`src/hw/rtl/mbe_pkg.sv`:
```
// ----------------------------------------------------------------------------
// Mandelbrot escape-time package
// Shared widths, reset values and the command/status bundles that pass
// between the controller and the datapath.
// ----------------------------------------------------------------------------
package mbe_pkg;

    localparam int C_W           = 32;    // width of each part of point c
    localparam int ITER_W        = 16;    // width of the iteration count and limit
    localparam int FRAC_BITS_DEF = 28;    // fraction bits of c and z
    localparam logic [ITER_W-1:0] LIMIT_RST = 16'd1000;

    // Commands from the controller to the datapath.
    typedef struct packed {
        logic load;    // start a point: z = c, count = 0
        logic mul;     // form the squares and the cross product of z
        logic upd;     // z = z*z + c, count + 1
        logic emit;    // copy count and inside flag into the result register
    } t_dp_cmd;

    // Status from the datapath to the controller.
    typedef struct packed {
        logic at_limit;    // count equals the iteration limit
        logic escape;      // |z|^2 > 4 for the registered products, or a part of z beyond 2 in magnitude
    } t_dp_sts;

endpackage

```
`src/hw/rtl/mbe_ctrl.sv`:
```
// ----------------------------------------------------------------------------
// Mandelbrot escape-time controller
// Sequences load, multiply and update steps for one point and owns the
// valid flag of the result register.
// ----------------------------------------------------------------------------
module mbe_ctrl (
    input  logic               i_clk,
    input  logic               i_rst_n,
    input  logic               i_pt_valid,
    output logic               o_pt_ready,
    output logic               o_res_valid,
    input  logic               i_res_ready,
    input  mbe_pkg::t_dp_sts   i_sts,
    output mbe_pkg::t_dp_cmd   o_cmd
);
    import mbe_pkg::*;

    typedef enum logic [1:0] {
        S_IDLE,
        S_MUL,
        S_UPD,
        S_DONE
    } t_state;

    t_state r_state, n_state;
    logic   r_res_valid, n_res_valid;
    logic   slot_free;

    assign slot_free   = !r_res_valid || i_res_ready;
    assign o_pt_ready  = (r_state == S_IDLE);
    assign o_res_valid = r_res_valid;

    always_comb begin
        n_state     = r_state;
        o_cmd       = '0;
        n_res_valid = r_res_valid && !i_res_ready;
        unique case (r_state)
            S_IDLE: begin
                if (i_pt_valid) begin
                    o_cmd.load = 1'b1;
                    n_state    = S_MUL;
                end
            end
            S_MUL: begin
                // The limit is checked before each update, so a limit of
                // zero finishes without any update.
                if (i_sts.at_limit) begin
                    n_state = S_DONE;
                end else begin
                    o_cmd.mul = 1'b1;
                    n_state   = S_UPD;
                end
            end
            S_UPD: begin
                if (i_sts.escape) begin
                    n_state = S_DONE;
                end else begin
                    o_cmd.upd = 1'b1;
                    n_state   = S_MUL;
                end
            end
            S_DONE: begin
                if (slot_free) begin
                    o_cmd.emit  = 1'b1;
                    n_res_valid = 1'b1;
                    n_state     = S_IDLE;
                end
            end
            default: begin
                n_state = S_IDLE;
            end
        endcase
    end

    always_ff @(posedge i_clk) begin
        if (!i_rst_n) begin
            r_state     <= S_IDLE;
            r_res_valid <= 1'b0;
        end else begin
            r_state     <= n_state;
            r_res_valid <= n_res_valid;
        end
    end

endmodule

```
`config.mk`:
```
export PLATFORM = sky130hd
export DESIGN_NAME = mbe_ctrl
export DESIGN_NICKNAME = d
export VERILOG_FILES = /design/src/hw/rtl/mbe_pkg.sv /design/src/hw/rtl/mbe_ctrl.sv
export SDC_FILE = /design/constraint.sdc
export NUM_CORES = 1
export LEC_CHECK = 0
export BUFFER_PORTS_ARGS = -buffer_cell sky130_fd_sc_hd__buf_2
export CAP_MARGIN = 20
export CELL_PAD_IN_SITES_DETAIL_PLACEMENT = 1
export CELL_PAD_IN_SITES_GLOBAL_PLACEMENT = 1
export CORE_AREA = 2 2 39 41
export CTS_BUF_LIST = sky130_fd_sc_hd__clkbuf_8
export CTS_CLUSTER_DIAMETER = 80
export DETAILED_ROUTE_END_ITERATION = 7
export DIE_AREA = 0 0 41 43
export PLACE_DENSITY_LB_ADDON = 0.1
export REMOVE_ABC_BUFFERS = 1
export SLEW_MARGIN = 20
export SYNTH_ARGS = -nofsm -noshare
export SYNTH_HDL_FRONTEND = slang
export SYNTH_SLANG_ARGS = --single-unit
```
`constraint.sdc`:
```
create_clock -name i_clk -period 1.4 [get_ports i_clk]
set_input_delay 0.07 -clock i_clk [delete_from_list [all_inputs] [get_ports i_clk]]
set_output_delay 0.07 -clock i_clk [all_outputs]
set_load 0.05 [all_outputs]
```
# Yosys cells after proc, flatten, opt, wreduce, memory -nomap -nowiden
# Index checks and enable logic that the tools add are counted.
dict set report totals {
  ff_bits 3
  inputBits 6
  output_inout_bits 6
  wordCells 28
}
dict set report op_classes {
  eq_ne 5
  n_mux 15
  n_reduce_logical 6
}
# cell n
set ops {}
lappend ops {{$mux W1} 11}
lappend ops {{$pmux W2 S4} 1}
lappend ops {{$mux W2} 3}
lappend ops {{$eq A2 B2 Y1 const B} 2}
lappend ops {{$ne A2 B2 Y1 const B} 2}
lappend ops {{$eq A2 B1 Y1 const B} 1}
lappend ops {{$logic_not A1 Y1} 2}
lappend ops {{$logic_not A2 Y1} 1}
lappend ops {{$reduce_and A2 Y1} 1}
lappend ops {{$logic_and A1 B1 Y1} 1}
lappend ops {{$logic_or A1 B1 Y1} 1}

# Longest topological paths before layout
# Gate-level depths: netlist of the first run.
dict set report depth {
  ltp_word 4
  ltp_mapped 3
  depth_no_buf 3
}

# Worst setup path after synthesis of the first run
# No wires, ideal clock.
dict set report synth_path {
  path_type {register -> output}
  start {register r_state[1]}
  end {output o_cmd[2] (netlist name)}
  setup_slack_ps -246
  stages_incl_launch_ff 3
  arrival_time_ps 1576
  cell_sequence {dfxtp_1 -> buf_6 -> nor3b_1}
}
# element line_no
set synth_lines {}
lappend synth_lines {{start, declared} mbe_ctrl.sv:25} ;# t_state r_state, n_state;
lappend synth_lines {{start signal, assigned} mbe_ctrl.sv:80} ;# r_state <= n_state;
lappend synth_lines {{end, declared} mbe_ctrl.sv:14} ;# output mbe_pkg::t_dp_cmd o_cmd

==> results of run 1 <==
-- final cells by class --
class | count | area [um2] | share of cell area, %
clock buffers | 3 | 41.3 | 14.5
clock inverters | 1 | 3.75 | 1.32
multi-input cells | 17 | 104 | 36.6
flip-flops and latches | 3 | 60.1 | 21.1
well taps | 16 | 20.0 | 7.05
repair buffers | 11 | 55.1 | 19.4
-- flip-flops by register name, indices dropped and copies added (netlist names) --
register	cells
o_res_valid	1
r_state	2
-- logic make-up after synthesis --
| kind of cell | Yosys count |
|---|---|
| flops | 3 |
| buf+inv | 1 |
| mux | 1 |
| simple gates | 11 |
| compound gates | 5 |
-- per-stage QoR --
stage,setup TNS (ns),utilization (%),hold WS (ns),area (um2)
5_1_grt,0,20.5,0.138,284
2_1_floorplan,-0.262,-,0.199,164
3_3_place_gp,0,17.3,0.337,239
4_1_cts,0,20.5,0.116,284
3_5_place_dp,0,17.3,0.346,239
6_report,0,20.5,0.116,284
-- final timing paths --
path	from	endpoint	slack (ns)
worst min-delay path	i_sts[0]	r_state[1]	0.12
worst max-delay path	r_state[1]	o_cmd[0]	0.15
worst max register to register	r_state[1]	r_state[0]	0.51
worst min register to register	o_res_valid	o_res_valid	0.53
-- worst register-to-register path, delay by kind of cell (launching register included) --
| family | cells | cell delay [ns] |
|---|---|---|
| flops | 1 | 0.46 |
| mux | 1 | 0.22 |
| compound gates | 1 | 0.08 |
-- layer usage --
metal | part of all wire (%) | vias up
met5 | 0 | -
met4 | 0 | 0
met3 | 10 | 0
met2 | 46 | 8
met1 | 44 | 88
li1 | - | 97
-- Yosys cell counts --
library cell  n  area (um2)
a21boi_1      1        7.51
a21oi_1       2        10.0
and2_1        1        6.26
buf_6         1        11.3
dfxtp_1       3        60.1
mux2i_1       1        10.0
nand2_1       3        11.3
nand2b_1      2        12.5
nor2_1        2        7.51
nor2_2        1        6.26
nor2b_1       1        6.26
nor3b_1       1        7.51
o21bai_2      1        11.3
o31ai_1       1        7.51
-- power groups by stage --
stage / combinational [mW] / sequential (mW) / clock (mW)
floorplan: 0.0675 / 0.106 / 0
global placement: 0.0951 / 0.106 / 0
detailed placement: 0.0958 / 0.106 / 0
CTS: 0.0960 / 0.104 / 0.256
global route: 0.101 / 0.106 / 0.260
finish: 0.0944 / 0.105 / 0.246
==> reports/qor.txt, run 1 <==
Status: finished clean
Largest family of logic cells by synthesized area: simple AND/OR/NAND/NOR gates
Worst path cell trace: nand2_1, nor2_1, buf_2
Tot GR Track Use: 7.81%
Cts hold-fix bufs: 0
Sw Ratio: 30.7%
Post-CTS setup buffers: 0
Core Area: 1380 um2
Die area: 1760 um2
Crit path DAT: 1.18 ns
IO Port Bufs: 11
Comb power frac: 21.2%
Startpoint types: flop
Drt first pass iters: 1
Post-synthesis sequential area ratio: 34.3%
Die Span X: 41 um
Max Slew Vio Count: 0
Synthesized netlist cell count: 21
Global-route track usage on met3: 4.71%
Clk sinks: 3
DP Worst Slack: 0.375 ns
Starting density of the core: 12.7%
CTS tree: built
I/O pin count: 12
Final WS setup: 0.152 ns
HPWL after DPL: 413 um
Pwr Total: 0.446 mW
M1 GR Usage: 9.55%
P_leak: 0.140 nW
Commonest non-fill, non-tap cell in the layout: buf_2
Root Driver: clkbuf_8
Worst-Margin Slew: 0.267 ns
Max Freq: 801 MHz
Share of layout cells above drive strength 1: 45.7%
Count of cell types in the netlist: 14
Drt wl/cell: 10.2 um
H-tree Lvls: 1
Vias: 193
XOR/XNOR share of the synthesized area: 0%
# DRC: 0
Initial antenna violation count: 0
Drt total wl: 520 um
Top delay family on crit path: flip-flops
First-pass GRT wire length: 855 um
Std cell rows: 14
Reg clk slew, reported paths: 0.03 ns
Min Clock Period, post-route: 1.25 ns
Chip Height: 43 um
Final setup fails: 0
Mapped cell area: 175 um2
Largest net degree at the start of global routing: 8
Peak supply drop: 0.638 mV
Worst EP required: 1.33 ns
Critical Path End Type: output port
Synthesized area per cell: 8.34 um2
Routed Antenna Nets: 0
R2R depth: 2
Post-synthesis simple-gate area fraction: 32.9%
Rel. slew slack: 82.2%
CP max stage cell: dfxtp_1
Met2 usage: 8.44%
Synth Area in Compound Gates: 20.7%
Clock share of power: 55.3%
Final Non-Filler Cells: 51
Clock skew: 0.00312 ns
Critical path fanouts, max: 7
Number of global-route vias before repair: 194
Power Dens Cells: 1570 nW/um2
Fillers: 177
Grt ovf: 0
Area Growth Syn to Fin: 62.1%
CP max stage delay: 0.46 ns
Multiplexer share of the synthesized area: 5.71%
CTS buffer count: 3
Warnings, synthesis: 0
Worst Hold Class: in -> reg
Adder-cell share of the synthesized area: 0%
# resized after CTS: 0
Critical Path Stages: 3
Period utilization: 89.1%
Part of the power in registers: 23.5%
Drt via density: 3.78
Int Power: 0.309 mW
Nets@finish: 42
Cells after DPL: 47
Max-cap violations: 0
Layer with the highest usage: met1
Worst skew pair latency: 0.22 ns
GP Congestion: 0.676
Antenna diode count: 0
RSZ-0062 raised after global routing: false
Commonest non-fill, non-tap cells in the layout: buf_2, nand2_1, clkbuf_8, dfxtp_1
Starting DRT DRC Count: 0
Cells on Worst Hold Path: 3
Clk buf depth: 2
Worst path bufs/invs: 1
Switching power: 0.137 mW
Final Hold Violating Endpoints: 0
FF+latch count, synth: 3
Critical path class: reg -> out
No activity file was read; power rests on OpenSTA's default activity.
==> inputs of run 2 (changes only) <==
==> constraint.sdc (replaced) <==
create_clock -name i_clk -period 1.4 [get_ports i_clk]
set_input_delay 0.35 -clock i_clk [delete_from_list [all_inputs] [get_ports i_clk]]
set_output_delay 0.35 -clock i_clk [all_outputs]
set_load 0.05 [all_outputs]
==> run 2 against run 1 <==
Die area unchanged. Combinational power up 10%. Worst setup slack worse by 0.14 ns. Cell area up 11%. Flip-flop and latch count unchanged. Worst hold slack better by 0.29 ns. Core utilization up 2.2 points. First-iteration DRC count up 7. Highest routed layer unchanged. Largest power group unchanged. Clock-buffer cell count unchanged. Clock skew down 0.0025 ns. Sequential power about the same. Critical path type unchanged.
==> reports/qor.txt, run 2 (synthesized netlist as in run 1, its figures left out) <==
Die Span X: 41 um (unchanged)
IO Port Bufs: 11 (unchanged)
RR Startpoint: o_res_valid (was r_state[1])
Final Non-Filler Cells: 51 (unchanged)
Worst EP required: 1.05 ns (was 1.33 ns)
Drt wl/cell: 10.1 um (was 10.2 um)
Clk buf depth: 2 (unchanged)
Placed inst area: 239 um2 (unchanged)
Clock skew: 0.000595 ns (was 0.00312 ns)
Status: finished clean (unchanged)
Cells on Worst Hold Path: 3 (unchanged)
Crit path DAT: 1.04 ns (was 1.18 ns)
Final setup fails: 0 (unchanged)
I/O pin count: 12 (unchanged)
# DRC: 0 (unchanged)
Critical path fanouts, max: 7 (unchanged)
Largest net degree at the start of global routing: 8 (unchanged)
Number of global-route vias before repair: 193 (was 194)
DP Worst Slack: 0.117 ns (was 0.375 ns)
Fin Hold WS: 0.401 ns (was 0.116 ns)
Power Dens Cells: 1430 nW/um2 (was 1570 nW/um2)
Max-cap violations: 0 (unchanged)
P_leak: 0.142 nW (was 0.140 nW)
Fin util: 22.7% (was 20.5%)
Startpoint types: flop (unchanged)
Chip Height: 43 um (unchanged)
Number of flip-flops in the largest register: 2 (unchanged)
HPWL after DPL: 413 um (about the same)
Period utilization: 99.1% (was 89.1%)
Area Growth Syn to Fin: 79.3% (was 62.1%)
Std cell rows: 14 (unchanged)
Die area: 1760 um2 (unchanged)
Reg with most FFs: r_state (unchanged)
RR Endpoint: r_state[0] (unchanged)
R2R depth: 3 (was 2)
Clk sinks: 3 (unchanged)
CTS tree: built (unchanged)
RSZ-0062 raised after global routing: true (was false)
Nets@finish: 42 (unchanged)
Final WS setup: 0.0120 ns (was 0.152 ns)
Drt total wl: 516 um (was 520 um)
Worst-Margin Slew: 0.234 ns (was 0.267 ns)
Rel. slew slack: 84.2% (was 82.2%)
Core Area: 1380 um2 (unchanged)
Starting density of the core: 12.7% (unchanged)
Starting DRT DRC Count: 7 (was 0)
Critical path class: reg -> out (unchanged)
Worst Hold Class: in -> reg (unchanged)
Hold Crit Endpoint: r_state[1] (unchanged)
Worst skew pair latency: 0.21 ns (was 0.22 ns)
First-pass GRT wire length: 828 um (was 855 um)
Peak supply drop: 0.410 mV (was 0.638 mV)
Commonest non-fill, non-tap cells in the layout: buf_2, nor2_2, nand2_1, clkbuf_8 (was buf_2, nand2_1, clkbuf_8, dfxtp_1)
Max Slew Vio Count: 0 (unchanged)
Post-Layout Inst Area: 314 um2 (was 284 um2)
R2R setup slack: 0.58 ns (was 0.51 ns)
Cells after DPL: 47 (unchanged)
Antenna diode count: 0 (unchanged)
H-tree Lvls: 1 (unchanged)
Cts hold-fix bufs: 0 (unchanged)
Routed Antenna Nets: 0 (unchanged)
GP Congestion: 0.644 (was 0.676)
Max Freq: 720 MHz (was 801 MHz)
Drt via density: 3.78 (unchanged)
Commonest non-fill, non-tap cell in the layout: buf_2 (unchanged)
Start point of the worst min-delay path: i_sts[0] (unchanged)
Final Hold Violating Endpoints: 0 (unchanged)
Pwr Total: 0.449 mW (was 0.446 mW)
CTS buffer count: 3 (unchanged)
Min Clock Period, post-route: 1.39 ns (was 1.25 ns)
Root Driver: clkbuf_8 (unchanged)
Drt first pass iters: 3 (was 1)
Grt ovf: 0 (unchanged)
Initial antenna violation count: 0 (unchanged)
Share of layout cells above drive strength 1: 60.0% (was 45.7%)
Tot GR Track Use: 7.42% (was 7.81%)
Critical Path End Type: output port (unchanged)
TNS Setup: 0 ns (unchanged)
Vias: 193 (unchanged)
Reg clk slew, reported paths: 0.03 ns (about the same)
run 2: changes by cell type in the layout (fill, tap and decap cells not counted), moves of 2 or more:
cell / before / now
dfxtp_1: 3 / 1
buf_4: 0 / 2
buf_2: 11 / 7
buf_6: 0 / 2
nor2_1: 2 / 0
nor2_2: 1 / 3
run 2: metal layers:
metal | vias to the layer above | global-route usage, % | part of all wire, %
li1 | 97 | - | -
met1 | 88 | 10.3 | 48
met2 | 8 | 8.44 | 42
met3 | 0 | 1.57 | 9.9
met4 | 0 | 8.00 | 0
met5 | - | 0 | 0
run 2: worst max-delay path by stage:
stage                 from  endpoint  slack, ns  cells after the start
3_3_place_gp   i_res_ready  o_cmd[0]       0.11                      4
5_1_grt         r_state[0]  o_cmd[1]      -0.02                      3
6_report        r_state[0]  o_cmd[2]       0.01                      2
3_5_place_dp    r_state[1]  o_cmd[1]       0.12                      3
2_1_floorplan   r_state[0]  o_cmd[2]      -0.53                      1
4_1_cts         r_state[0]  o_cmd[1]      0.002                      3
run 2: power breakdown:
group	total, mW	switching (mW)	internal, mW
registers	0.105	0.0115	0.0939
clock network	0.240	0.0534	0.186
logic	0.104	0.0683	0.0356
total	0.449	0.133	0.316
run 2: cell type report:
cell class,instances,area (um2)
clock buffers,3,41.3
clock inverters,1,3.75
fillers,173,1070
multi-input cells,17,111
flip-flops and latches,3,65.1
well taps,16,20.0
repair buffers,11,72.6
run 2: worst max-delay path: stages, from the launching register on:
cell,delay (ns)
dfxtp_2,0.37
nor3b_1,0.22
buf_4,0.23
run 2: what timing repair did:
item	4_1_cts	5_1_grt
setup endpoints to repair	4	3
setup buffers	0	0
gates resized for setup	6	6
pin swaps	0	1
